## config.mk

```make
export PLATFORM = sky130hd
export DESIGN_NAME = rgb_hsl_color_converter_flat
export DESIGN_NICKNAME = d
export VERILOG_FILES = /design/src/design/rhc_pkg.sv /design/src/design/rhc_in_if.sv /design/src/design/rhc_out_if.sv /design/src/design/rhc_front.sv /design/src/design/rhc_div.sv /design/src/design/rhc_rev.sv /design/src/design/rgb_hsl_color_converter.sv /design/src/flat_wrapper.sv
export SDC_FILE = /design/constraint.sdc
export NUM_CORES = 2
export LEC_CHECK = 0
export BUFFER_PORTS_ARGS = -buffer_cell sky130_fd_sc_hd__buf_2
export CORE_MARGIN = 8
export CORE_UTILIZATION = 65
export DETAILED_ROUTE_END_ITERATION = 16
export GPL_TIMING_DRIVEN = 0
export HOLD_SLACK_MARGIN = 0.03
export PLACE_DENSITY = 0.78
export SLEW_MARGIN = 20
export SYNTH_ARGS = -nofsm -noshare
export SYNTH_HDL_FRONTEND = slang
export SYNTH_SLANG_ARGS = --single-unit
```

## constraint.sdc

```tcl
create_clock -name clk -period 23.5 [get_ports clk]
set_input_delay 3.525 -clock clk [delete_from_list [all_inputs] [get_ports clk]]
set_output_delay 3.525 -clock clk [all_outputs]
set_load 0.005 [all_outputs]
```

## src/design/rhc_pkg.sv

```systemverilog
`timescale 1ns / 1ps
// ----------------------------------------------------------------------------
// RGB/HSL converter package
// Shared constants, command codes and the forward lane bundle.
// ----------------------------------------------------------------------------
package rhc_pkg;

  // Default number of fraction bits for hue, saturation and lightness.
  localparam int FRAC_BITS_DEF = 16;

  // Forward dividers work on small integers: numerator and divisor fit 11 bits.
  localparam int NW = 11;
  localparam int RW = NW + 1;

  // Divider lanes.
  localparam int LANES      = 3;
  localparam int LANE_HUE   = 0;
  localparam int LANE_SAT   = 1;
  localparam int LANE_LIGHT = 2;

  // Number of register stages in the divider and in the reverse path.
  localparam int CORE_STAGES = 4;

  // Direction codes.
  localparam logic CMD_RGB2HSL = 1'b0;
  localparam logic CMD_HSL2RGB = 1'b1;

  // Lightness divides the channel sum by twice full scale.
  localparam logic [NW-1:0] LIGHT_DIV = 11'd510;
  localparam logic [8:0]    HALF_SUM  = 9'd255;
  localparam logic [8:0]    FULL_SUM  = 9'd510;

  // Hue sextants.
  localparam logic [2:0] SEXT_0 = 3'd0;
  localparam logic [2:0] SEXT_1 = 3'd1;
  localparam logic [2:0] SEXT_2 = 3'd2;
  localparam logic [2:0] SEXT_3 = 3'd3;
  localparam logic [2:0] SEXT_4 = 3'd4;

  // Forward work handed from the front stage to the divider.
  typedef struct packed {
    logic                     cmd;
    logic                     grey;
    logic [LANES-1:0][NW-1:0] num;
    logic [LANES-1:0][NW-1:0] den;
  } fwd_t;

endpackage

```

## src/design/rhc_in_if.sv

```systemverilog
`timescale 1ns / 1ps
// ----------------------------------------------------------------------------
// RGB/HSL input channel
// Valid/ready channel that carries one conversion request per item.
// ----------------------------------------------------------------------------
interface rhc_in_if #(
  parameter int FRAC_BITS = rhc_pkg::FRAC_BITS_DEF
);
  logic                 valid;
  logic                 ready;
  logic                 cmd;
  logic [7:0]           red_in;
  logic [7:0]           green_in;
  logic [7:0]           blue_in;
  logic [FRAC_BITS-1:0] hue_in;
  logic [FRAC_BITS:0]   sat_in;
  logic [FRAC_BITS:0]   light_in;

  modport source (
    output valid, cmd, red_in, green_in, blue_in, hue_in, sat_in, light_in,
    input  ready
  );
  modport sink (
    input  valid, cmd, red_in, green_in, blue_in, hue_in, sat_in, light_in,
    output ready
  );
endinterface

```

## src/design/rhc_out_if.sv

```systemverilog
`timescale 1ns / 1ps
// ----------------------------------------------------------------------------
// RGB/HSL output channel
// Valid/ready channel that carries one conversion result per item.
// ----------------------------------------------------------------------------
interface rhc_out_if #(
  parameter int FRAC_BITS = rhc_pkg::FRAC_BITS_DEF
);
  logic                 valid;
  logic                 ready;
  logic [7:0]           red_out;
  logic [7:0]           green_out;
  logic [7:0]           blue_out;
  logic [FRAC_BITS-1:0] hue_out;
  logic [FRAC_BITS:0]   sat_out;
  logic [FRAC_BITS:0]   light_out;

  modport source (
    output valid, red_out, green_out, blue_out, hue_out, sat_out, light_out,
    input  ready
  );
  modport sink (
    input  valid, red_out, green_out, blue_out, hue_out, sat_out, light_out,
    output ready
  );
endinterface

```

## src/design/rhc_front.sv

```systemverilog
`timescale 1ns / 1ps
// ----------------------------------------------------------------------------
// RGB/HSL front stage
// Finds max/min and the divider operands, clamps HSL and forms l*(1+s) or l*s.
// ----------------------------------------------------------------------------
module rhc_front #(
  parameter int FRAC_BITS = rhc_pkg::FRAC_BITS_DEF
) (
  input  logic                 clk,
  input  logic                 en,
  input  logic                 cmd,
  input  logic [7:0]           red_in,
  input  logic [7:0]           green_in,
  input  logic [7:0]           blue_in,
  input  logic [FRAC_BITS-1:0] hue_in,
  input  logic [FRAC_BITS:0]   sat_in,
  input  logic [FRAC_BITS:0]   light_in,
  output rhc_pkg::fwd_t        fwd,
  output logic                 cmd_q,
  output logic [FRAC_BITS-1:0] hue_q,
  output logic [FRAC_BITS:0]   sat_q,
  output logic [FRAC_BITS:0]   light_q,
  output logic [2*FRAC_BITS+2:0] prod_q,
  output logic                 half_q
);
  import rhc_pkg::*;

  localparam logic [FRAC_BITS:0] ONE  = {1'b1, {FRAC_BITS{1'b0}}};
  localparam logic [FRAC_BITS:0] HALF = {2'b01, {(FRAC_BITS-1){1'b0}}};

  logic [7:0]            mx, mn, dif;
  logic [8:0]            sum;
  logic [NW-1:0]         d11, d6, hnum;
  fwd_t                  fwd_next;
  logic [FRAC_BITS:0]    s_c, l_c;
  logic                  half;
  logic [FRAC_BITS+1:0]  mop;
  logic [2*FRAC_BITS+2:0] prod;

  // Forward operands: channel extremes and the three numerator/divisor pairs.
  always_comb begin
    mx = red_in;
    if (green_in > mx) mx = green_in;
    if (blue_in > mx) mx = blue_in;
    mn = red_in;
    if (green_in < mn) mn = green_in;
    if (blue_in < mn) mn = blue_in;
    dif = mx - mn;
    sum = {1'b0, mx} + {1'b0, mn};
    d11 = {3'b0, dif};
    d6  = (d11 << 2) + (d11 << 1);
    // Red wins ties, then green.
    if (red_in == mx) begin
      if (green_in >= blue_in) hnum = {3'b0, green_in} - {3'b0, blue_in};
      else hnum = d6 - ({3'b0, blue_in} - {3'b0, green_in});
    end else if (green_in == mx) begin
      hnum = (d11 << 1) + {3'b0, blue_in} - {3'b0, red_in};
    end else begin
      hnum = (d11 << 2) + {3'b0, red_in} - {3'b0, green_in};
    end
    fwd_next.cmd  = cmd;
    fwd_next.grey = (dif == 8'd0);
    fwd_next.num[LANE_HUE]   = hnum;
    fwd_next.den[LANE_HUE]   = d6;
    fwd_next.num[LANE_SAT]   = d11;
    fwd_next.den[LANE_SAT]   = (sum < HALF_SUM) ? {2'b0, sum} : {2'b0, FULL_SUM - sum};
    fwd_next.num[LANE_LIGHT] = {2'b0, sum};
    fwd_next.den[LANE_LIGHT] = LIGHT_DIV;
  end

  // Reverse operands: clamp to one and form the product behind v.
  always_comb begin
    s_c  = (sat_in > ONE) ? ONE : sat_in;
    l_c  = (light_in > ONE) ? ONE : light_in;
    half = (l_c <= HALF);
    mop  = half ? ({1'b0, ONE} + {1'b0, s_c}) : {1'b0, s_c};
    prod = {{(FRAC_BITS+2){1'b0}}, l_c} * {{(FRAC_BITS+1){1'b0}}, mop};
  end

  // Stage register.
  always_ff @(posedge clk) begin
    if (en) begin
      fwd     <= fwd_next;
      cmd_q   <= cmd;
      hue_q   <= hue_in;
      sat_q   <= s_c;
      light_q <= l_c;
      prod_q  <= prod;
      half_q  <= half;
    end
  end
endmodule

```

## src/design/rhc_div.sv

```systemverilog
`timescale 1ns / 1ps
// ----------------------------------------------------------------------------
// RGB/HSL forward divider
// Three-lane restoring divider, x * 2^F / D, spread over four stages.
// ----------------------------------------------------------------------------
module rhc_div #(
  parameter int FRAC_BITS = rhc_pkg::FRAC_BITS_DEF
) (
  input  logic                 clk,
  input  logic                 en,
  input  rhc_pkg::fwd_t        fwd,
  output logic [FRAC_BITS-1:0] hue,
  output logic [FRAC_BITS:0]   sat,
  output logic [FRAC_BITS:0]   light
);
  import rhc_pkg::*;

  localparam int QW  = FRAC_BITS + 1;
  localparam int SPS = (QW + CORE_STAGES - 1) / CORE_STAGES;

  logic [LANES-1:0][NW-1:0] rem_r [CORE_STAGES];
  logic [LANES-1:0][QW-1:0] quo_r [CORE_STAGES];
  logic [LANES-1:0][NW-1:0] den_r [CORE_STAGES];
  logic [CORE_STAGES-1:0]   cmd_r, grey_r;

  logic [LANES-1:0][NW-1:0] rem_n [CORE_STAGES];
  logic [LANES-1:0][QW-1:0] quo_n [CORE_STAGES];

  // Stages retire up to SPS quotient bits a lane; the first bit needs no shift.
  always_comb begin
    logic [NW-1:0] r, dv;
    logic [RW-1:0] tr;
    logic [QW-1:0] q;
    for (int st = 0; st < CORE_STAGES; st++) begin
      for (int ln = 0; ln < LANES; ln++) begin
        if (st == 0) begin
          r  = fwd.num[ln];
          dv = fwd.den[ln];
          q  = '0;
        end else begin
          r  = rem_r[st-1][ln];
          dv = den_r[st-1][ln];
          q  = quo_r[st-1][ln];
        end
        for (int j = 0; j < SPS; j++) begin
          if (st * SPS + j < QW) begin
            tr = (st * SPS + j == 0) ? {1'b0, r} : {r, 1'b0};
            if (tr >= {1'b0, dv}) begin
              tr = tr - {1'b0, dv};
              q  = {q[QW-2:0], 1'b1};
            end else begin
              q  = {q[QW-2:0], 1'b0};
            end
            r = tr[NW-1:0];
          end
        end
        rem_n[st][ln] = r;
        quo_n[st][ln] = q;
      end
    end
  end

  // Stage registers.
  always_ff @(posedge clk) begin
    if (en) begin
      for (int st = 0; st < CORE_STAGES; st++) begin
        rem_r[st] <= rem_n[st];
        quo_r[st] <= quo_n[st];
        if (st == 0) begin
          den_r[st]  <= fwd.den;
          cmd_r[st]  <= fwd.cmd;
          grey_r[st] <= fwd.grey;
        end else begin
          den_r[st]  <= den_r[st-1];
          cmd_r[st]  <= cmd_r[st-1];
          grey_r[st] <= grey_r[st-1];
        end
      end
    end
  end

  // Fields of the other direction read as zero; grey has no hue or saturation.
  always_comb begin
    hue   = '0;
    sat   = '0;
    light = '0;
    if (cmd_r[CORE_STAGES-1] == CMD_RGB2HSL) begin
      light = quo_r[CORE_STAGES-1][LANE_LIGHT];
      if (!grey_r[CORE_STAGES-1]) begin
        hue = quo_r[CORE_STAGES-1][LANE_HUE][FRAC_BITS-1:0];
        sat = quo_r[CORE_STAGES-1][LANE_SAT];
      end
    end
  end
endmodule

```

## src/design/rhc_rev.sv

```systemverilog
`timescale 1ns / 1ps
// ----------------------------------------------------------------------------
// RGB/HSL reverse path
// Four stages: v and m, the sextant ramp, channel select, byte scaling.
// ----------------------------------------------------------------------------
module rhc_rev #(
  parameter int FRAC_BITS = rhc_pkg::FRAC_BITS_DEF
) (
  input  logic                   clk,
  input  logic                   en,
  input  logic                   cmd,
  input  logic [FRAC_BITS-1:0]   hue,
  input  logic [FRAC_BITS:0]     sat,
  input  logic [FRAC_BITS:0]     light,
  input  logic [2*FRAC_BITS+2:0] prod,
  input  logic                   half,
  output logic [7:0]             red,
  output logic [7:0]             green,
  output logic [7:0]             blue
);
  import rhc_pkg::*;

  localparam int F = FRAC_BITS;

  // Stage 1 registers.
  logic           cmd1, vz1;
  logic [F:0]     v1, m1, l1;
  logic [2:0]     sx1;
  logic [F-1:0]   f1;
  // Stage 2 registers.
  logic           cmd2, vz2;
  logic [F:0]     v2, m2, l2, t2;
  logic [2:0]     sx2;
  // Stage 3 registers.
  logic           cmd3;
  logic [F:0]     c3 [3];

  logic [F+1:0]   ph, vs, l2x, mt;
  logic [F:0]     v_n, m_n;
  logic [F+2:0]   h6;
  logic [2*F:0]   tp;
  logic [F:0]     up, down;
  logic [F:0]     c_n [3];
  logic [7:0]     b_n [3];

  // v from the product, then m = 2l - v kept within 0..v, and the sextant split.
  always_comb begin
    ph  = prod[2*F+1:F];
    vs  = {1'b0, light} + {1'b0, sat} - ph;
    v_n = half ? ph[F:0] : vs[F:0];
    l2x = {light, 1'b0};
    mt  = (l2x > {1'b0, v_n}) ? (l2x - {1'b0, v_n}) : '0;
    m_n = (mt > {1'b0, v_n}) ? v_n : mt[F:0];
    h6  = ({3'b0, hue} << 2) + ({3'b0, hue} << 1);
  end

  always_ff @(posedge clk) begin
    if (en) begin
      cmd1 <= cmd;
      vz1  <= (v_n == '0);
      v1   <= v_n;
      m1   <= m_n;
      l1   <= light;
      sx1  <= h6[F+2:F];
      f1   <= h6[F-1:0];
    end
  end

  // Ramp within the sextant.
  assign tp = (v1 - m1) * {1'b0, f1};

  always_ff @(posedge clk) begin
    if (en) begin
      cmd2 <= cmd1;
      vz2  <= vz1;
      v2   <= v1;
      m2   <= m1;
      l2   <= l1;
      t2   <= tp[2*F:F];
      sx2  <= sx1;
    end
  end

  // Channel selection by sextant; a zero v gives lightness on every channel.
  always_comb begin
    up   = m2 + t2;
    down = v2 - t2;
    unique case (sx2)
      SEXT_0:  begin c_n[0] = v2;   c_n[1] = up;   c_n[2] = m2;   end
      SEXT_1:  begin c_n[0] = down; c_n[1] = v2;   c_n[2] = m2;   end
      SEXT_2:  begin c_n[0] = m2;   c_n[1] = v2;   c_n[2] = up;   end
      SEXT_3:  begin c_n[0] = m2;   c_n[1] = down; c_n[2] = v2;   end
      SEXT_4:  begin c_n[0] = up;   c_n[1] = m2;   c_n[2] = v2;   end
      default: begin c_n[0] = v2;   c_n[1] = m2;   c_n[2] = down; end
    endcase
    if (vz2) begin
      c_n[0] = l2;
      c_n[1] = l2;
      c_n[2] = l2;
    end
  end

  always_ff @(posedge clk) begin
    if (en) begin
      cmd3 <= cmd2;
      for (int i = 0; i < 3; i++) c3[i] <= c_n[i];
    end
  end

  // Scale to a byte: floor(c * 255 / ONE), clamped; zero for RGB to HSL.
  always_comb begin
    logic [F+8:0] sc;
    for (int i = 0; i < 3; i++) begin
      sc = ({8'b0, c3[i]} << 8) - {8'b0, c3[i]};
      b_n[i] = (sc[F+8:F] > 9'd255) ? 8'd255 : sc[F+7:F];
      if (cmd3 != CMD_HSL2RGB) b_n[i] = 8'd0;
    end
  end

  always_ff @(posedge clk) begin
    if (en) begin
      red   <= b_n[0];
      green <= b_n[1];
      blue  <= b_n[2];
    end
  end
endmodule

```

## src/design/rgb_hsl_color_converter.sv

```systemverilog
`timescale 1ns / 1ps
// ----------------------------------------------------------------------------
// RGB/HSL color converter
// Converts RGB to HSL or HSL to RGB, one item per clock, fully pipelined.
// ----------------------------------------------------------------------------
// Each result passes one front stage and then four stages of the divider
// lanes and reverse path running side by side.
// Throughput: one item per cycle; the pipeline holds as a whole while a
// result waits at the output.
// Reset clears the stage valid bits only; the data registers are not reset.
module rgb_hsl_color_converter #(
  parameter int FRAC_BITS = rhc_pkg::FRAC_BITS_DEF
) (
  input  logic     clk,
  input  logic     rst,
  rhc_in_if.sink   pix_in,
  rhc_out_if.source pix_out
);
  import rhc_pkg::*;

  localparam int DEPTH = CORE_STAGES + 1;

  logic [DEPTH-1:0]       vld;
  logic                   en;
  fwd_t                   fwd;
  logic                   cmd_q, half_q;
  logic [FRAC_BITS-1:0]   hue_q;
  logic [FRAC_BITS:0]     sat_q, light_q;
  logic [2*FRAC_BITS+2:0] prod_q;

  // The whole pipeline advances unless a finished item is held at the output.
  assign en           = !vld[DEPTH-1] || pix_out.ready;
  assign pix_in.ready = en;
  assign pix_out.valid = vld[DEPTH-1];

  always_ff @(posedge clk) begin
    if (rst) begin
      vld <= '0;
    end else if (en) begin
      vld <= {vld[DEPTH-2:0], pix_in.valid};
    end
  end

  rhc_front #(.FRAC_BITS(FRAC_BITS)) u_front (
    .clk      (clk),
    .en       (en),
    .cmd      (pix_in.cmd),
    .red_in   (pix_in.red_in),
    .green_in (pix_in.green_in),
    .blue_in  (pix_in.blue_in),
    .hue_in   (pix_in.hue_in),
    .sat_in   (pix_in.sat_in),
    .light_in (pix_in.light_in),
    .fwd      (fwd),
    .cmd_q    (cmd_q),
    .hue_q    (hue_q),
    .sat_q    (sat_q),
    .light_q  (light_q),
    .prod_q   (prod_q),
    .half_q   (half_q)
  );

  rhc_div #(.FRAC_BITS(FRAC_BITS)) u_div (
    .clk   (clk),
    .en    (en),
    .fwd   (fwd),
    .hue   (pix_out.hue_out),
    .sat   (pix_out.sat_out),
    .light (pix_out.light_out)
  );

  rhc_rev #(.FRAC_BITS(FRAC_BITS)) u_rev (
    .clk   (clk),
    .en    (en),
    .cmd   (cmd_q),
    .hue   (hue_q),
    .sat   (sat_q),
    .light (light_q),
    .prod  (prod_q),
    .half  (half_q),
    .red   (pix_out.red_out),
    .green (pix_out.green_out),
    .blue  (pix_out.blue_out)
  );
endmodule

```

## src/flat_wrapper.sv

```systemverilog
// flat-port wrapper written by rule: the top's interface ports become plain ports
module rgb_hsl_color_converter_flat import rhc_pkg::*;
#(
  parameter int FRAC_BITS = rhc_pkg::FRAC_BITS_DEF
)
  (clk, rst, pix_in_valid, pix_in_cmd, pix_in_red_in, pix_in_green_in, pix_in_blue_in, pix_in_hue_in, pix_in_sat_in, pix_in_light_in, pix_in_ready, pix_out_valid, pix_out_red_out, pix_out_green_out, pix_out_blue_out, pix_out_hue_out, pix_out_sat_out, pix_out_light_out, pix_out_ready);
  rhc_in_if #(.FRAC_BITS(FRAC_BITS)) pix_in_i ();
  rhc_out_if #(.FRAC_BITS(FRAC_BITS)) pix_out_i ();
  input  logic clk;
  input  logic rst;
  input wire logic [$bits(pix_in_i.valid)-1:0] pix_in_valid;
  input wire logic [$bits(pix_in_i.cmd)-1:0] pix_in_cmd;
  input wire logic [$bits(pix_in_i.red_in)-1:0] pix_in_red_in;
  input wire logic [$bits(pix_in_i.green_in)-1:0] pix_in_green_in;
  input wire logic [$bits(pix_in_i.blue_in)-1:0] pix_in_blue_in;
  input wire logic [$bits(pix_in_i.hue_in)-1:0] pix_in_hue_in;
  input wire logic [$bits(pix_in_i.sat_in)-1:0] pix_in_sat_in;
  input wire logic [$bits(pix_in_i.light_in)-1:0] pix_in_light_in;
  output wire logic [$bits(pix_in_i.ready)-1:0] pix_in_ready;
  output wire logic [$bits(pix_out_i.valid)-1:0] pix_out_valid;
  output wire logic [$bits(pix_out_i.red_out)-1:0] pix_out_red_out;
  output wire logic [$bits(pix_out_i.green_out)-1:0] pix_out_green_out;
  output wire logic [$bits(pix_out_i.blue_out)-1:0] pix_out_blue_out;
  output wire logic [$bits(pix_out_i.hue_out)-1:0] pix_out_hue_out;
  output wire logic [$bits(pix_out_i.sat_out)-1:0] pix_out_sat_out;
  output wire logic [$bits(pix_out_i.light_out)-1:0] pix_out_light_out;
  input wire logic [$bits(pix_out_i.ready)-1:0] pix_out_ready;
  assign pix_in_i.valid = pix_in_valid;
  assign pix_in_i.cmd = pix_in_cmd;
  assign pix_in_i.red_in = pix_in_red_in;
  assign pix_in_i.green_in = pix_in_green_in;
  assign pix_in_i.blue_in = pix_in_blue_in;
  assign pix_in_i.hue_in = pix_in_hue_in;
  assign pix_in_i.sat_in = pix_in_sat_in;
  assign pix_in_i.light_in = pix_in_light_in;
  assign pix_in_ready = pix_in_i.ready;
  assign pix_out_valid = pix_out_i.valid;
  assign pix_out_red_out = pix_out_i.red_out;
  assign pix_out_green_out = pix_out_i.green_out;
  assign pix_out_blue_out = pix_out_i.blue_out;
  assign pix_out_hue_out = pix_out_i.hue_out;
  assign pix_out_sat_out = pix_out_i.sat_out;
  assign pix_out_light_out = pix_out_i.light_out;
  assign pix_out_i.ready = pix_out_ready;
  rgb_hsl_color_converter #(.FRAC_BITS(FRAC_BITS)) u_core (.clk(clk), .rst(rst), .pix_in(pix_in_i), .pix_out(pix_out_i));
endmodule
```

==> results summary <==
The half-perimeter wire length of the detailed placement result is 142000 um. The die footprint is ~0.12 mm2. The number of violations of the max-capacitance limit came out at 0.

The number of flip-flops and latches in the synthesized netlist is just over 600. The die outline height came out at roughly 340 um. STA classifies the critical path startpoint as a flip-flop.

The row count is ~120. The pin count of the biggest net entering global routing came out at around 120. The final period utilization came out at 0.661. Setup violations remaining at the end of the flow were counted as 0.

Timing would allow up to around 64 MHz. The clock-pin slew of the registers on the worst-case setup and hold paths came out at around 0.070 ns. The number of different library cells in the post-synthesis netlist is ~120. Across the routed clock network, the largest skew measured is 0.0321 ns. Sorting the synthesized cells by area gives the leading types as sky130_fd_sc_hd__edfxtp_1, sky130_fd_sc_hd__fa_1, sky130_fd_sc_hd__ha_1. The worst hold slack across all endpoints is around 0.40 ns.

The number of vias in the routed layout came out at 54.0k. The TritonCTS clock tree is built. The kind of critical path is flip-flop to flip-flop. In this run the critical register-to-register path is launched from u_core.u_div.den_r[0][11]. After clock tree synthesis, the setup repair step added 0 buffers. The total iterations of the first detailed-routing run came out at 6. For this run, the total global-route usage over all layers was measured as 0.297. The clock latency reported for the late side of the worst-skew pair came out at 0.66 ns. The weighted congestion at the end of routability-driven global placement came out at 0.988. Fill cells in the final layout number 8116.

The number of flops mapped to enable cells by yosys came out at 606. The yosys synthesis warning count came out at 0. The largest total area in the synthesized netlist belongs to sky130_fd_sc_hd__edfxtp_1. Counting every instance in the synthesized netlist gives roughly 7.3k. The average footprint of a synthesized cell is around 9.4 um2. The fraction of synthesized cell area taken by the top area cell type came out at 0.265. The via count of the first global-routing pass is ~54k. The total wirelength of the detailed-routed design is between 150000 and 200000 um. In this run, CTS created clock tree buffers numbering 70.

For the pin with the worst max-slew slack, the measured transition is 1.20 ns. The beginning of the worst hold path is u_core.u_div.quo_r[2][31]. The residual overflow from global routing came out at 0. For this design, the slowest cell found on the critical path is sky130_fd_sc_hd__clkbuf_1. The die span in x came out at between 300 and 400 um.

The global-route wire length before repair came out at between 200000 and 300000 um. The number of nets handed over by synthesis was ~8.6k. For this run, the post-layout net count is between 8k and 9k. The data arrival time of the critical path came out at about 16 ns. The tightest min-delay check is of the flip-flop to flip-flop type.

The port buffer count came out at approximately 150. In this run the standard cell core region covers 0.105 mm2. The number of vias per cell came out at approximately 6.0. The data required time at the worst endpoint came out at 23.91 ns. The number of design-rule violations left by the first detailed-router iteration is about 4.5k.

The clock net sink count is around 610. In this run the worst path has a maximum fanout of 11. The initial core utilization is 0.654.

CTS placed an instance of sky130_fd_sc_hd__clkbuf_16 at the clock tree root. The share of the yosys chip area belonging to registers is 0.266. The number of antenna violations at the first check in global routing is 6. The most critical setup path has its startpoint at u_core.u_div.den_r[0][11]. The number of DRC violations after detailed routing is 0. The async set-or-reset flop fraction in the synthesized netlist came out at 0. For this run, the leading register cell type out of synthesis is sky130_fd_sc_hd__edfxtp_1. In this run the tightest slew margin relative to its limit is 0.197. In this run, post-CTS repair resized a total of 0 instances. After clock tree synthesis, the flow added hold-fix buffers numbering 0. The final number of hold-violating endpoints came out at 0.

The final count of pins violating max slew is 0. For the finished layout, the period the worst path requires is 15.54 ns. Setup repair after global routing left no endpoint under its margin. Yosys instantiated no cell more often than sky130_fd_sc_hd__inv_1.

The commonest cells after synthesis are sky130_fd_sc_hd__inv_1, sky130_fd_sc_hd__ha_1, sky130_fd_sc_hd__nand2_1, sky130_fd_sc_hd__edfxtp_1, sky130_fd_sc_hd__fa_1. Dividing the detail-routed wire length by the instance count gives slightly below 20 um. The level count of the clock H-tree is 3. The longest clock path from root to sink contains 3 buffers. Of the cells placed in the final design, the portion with a size suffix greater than 1 is 0.0703. The mapped netlist covers 0.0687 mm2. Among the stages of the critical path, the cell type that occurs most often is sky130_fd_sc_hd__o21ai_0. The area growth from synthesis to layout came out at 7.21%.

STA classifies the critical path endpoint as a flip-flop. The flow ran to the end, and the final reports show no timing, DRC or antenna violations. The number of routed nets with antenna violations came out at 0. The highest cell delay on the worst timing path came out at between 0.7 and 0.8 ns. The top-level port count came out at 155.
==> metrics by stage <==
step	utilization	area [um2]	worst slack [ns]	std cells	TNS, ns
3_3_place_gp	0.677	71200	-0.935	8823	-0.935
3_5_place_dp	0.679	71400	8.43	8829	0
6_report	0.701	73700	7.96	8960	0
2_1_floorplan	-	68700	4.58	7278	0
5_1_grt	0.701	73600	7.10	8957	0
4_1_cts	0.701	73600	8.34	8957	0
==> cells in the final DEF (no fill, tap or decap), types with 25 or more instances in the layout <==
cell and instances:
sky130_fd_sc_hd__a21o_1 157, sky130_fd_sc_hd__o21ai_0 310, sky130_fd_sc_hd__buf_2 173, sky130_fd_sc_hd__ha_1 742, sky130_fd_sc_hd__edfxtp_1 606, sky130_fd_sc_hd__clkbuf_16 70
sky130_fd_sc_hd__and3_1 47, sky130_fd_sc_hd__o31ai_1 39, sky130_fd_sc_hd__a31oi_1 37, sky130_fd_sc_hd__and2_1 193, sky130_fd_sc_hd__xnor2_1 268, sky130_fd_sc_hd__xor2_1 123
sky130_fd_sc_hd__nor4_1 25, sky130_fd_sc_hd__o21bai_1 61, sky130_fd_sc_hd__inv_1 1079, sky130_fd_sc_hd__nor2b_1 114, sky130_fd_sc_hd__clkbuf_1 147, sky130_fd_sc_hd__o211ai_1 32
sky130_fd_sc_hd__nand4_1 49, sky130_fd_sc_hd__nor2_1 503, sky130_fd_sc_hd__a21oi_1 361, sky130_fd_sc_hd__o21a_1 86, sky130_fd_sc_hd__a221oi_1 33, sky130_fd_sc_hd__nand2b_1 82
sky130_fd_sc_hd__or3_1 31, sky130_fd_sc_hd__a21boi_0 41, sky130_fd_sc_hd__nor3_1 107, sky130_fd_sc_hd__a211oi_1 41, sky130_fd_sc_hd__nand3_1 96, sky130_fd_sc_hd__mux2_2 141
sky130_fd_sc_hd__mux2i_1 96, sky130_fd_sc_hd__nand2_1 684, sky130_fd_sc_hd__fa_1 547
==> sequential cells by signal, summed over array words and instances (netlist names), 45 cells and up <==
register	count
u_core.u_div.rem_r	76
u_core.u_div.den_r	54
u_core.u_rev.c3	51
u_core.u_div.quo_r	137
u_core.u_front.fwd	45
==> area by class of cell <==
| type | count | area [um2] | area share |
|---|---|---|---|
| Multi-Input combinational cell | 5393 | 45600 | 0.619 |
| Sequential cell | 611 | 18300 | 0.248 |
| Inverter | 1088 | 4090 | 0.0556 |
| Clock buffer | 76 | 1770 | 0.0241 |
| Tap cell | 1391 | 1740 | 0.0236 |
| Timing Repair Buffer | 160 | 913 | 0.0124 |
| Buffer | 186 | 739 | 0.0100 |
| Clock inverter | 52 | 499 | 0.00678 |
| Antenna cell | 3 | 7.51 | 0.000102 |
==> path summary, 6_finish.rpt <==
path | endpoint | slack, ns | cells past startpoint
setup reg to reg | u_core.u_div.rem_r[1][10] | 7.96 | 58
setup / recovery | u_core.u_div.rem_r[1][10] | 7.96 | 58
hold reg to reg | u_core.u_div.quo_r[3][33] | 0.40 | 0
hold / removal | u_core.u_div.quo_r[3][33] | 0.40 | 0
==> layer usage <==
layer  up-vias  routed length [um]  GRT usage
met5         -                  22          0
met4         4                6950      0.111
met3       427               14000     0.0496
met2      2189               81000      0.483
met1     26000               74500      0.400
li1      25400                   -          -
==> cell families after synthesis <==
logic type,after synthesis,synth area share
AOI/OAI and AO/OA,1426,0.137
xor gates and xnor gates,391,0.0498
adders and majority gates,1290,0.295
buffers and inverters,1274,0.0702
DFF,611,0.266
muxes,255,0.0406
and+or+nand+nor,2031,0.141
==> worst max-delay path: cells and delay by family, from the launching register on <==
kind                     cells  cell delay (ns)
AND/OR/NAND/NOR              8             1.72
flip-flops                   1             0.63
adder cells (fa/ha/maj)      5             1.50
multiplexers                 2             0.71
AO/OA/AOI/OAI               34             7.47
buffers and inverters        9             3.23
Power is not shown: default switching activity piles up to over one toggle a cycle in this logic, so the estimate is an artifact.
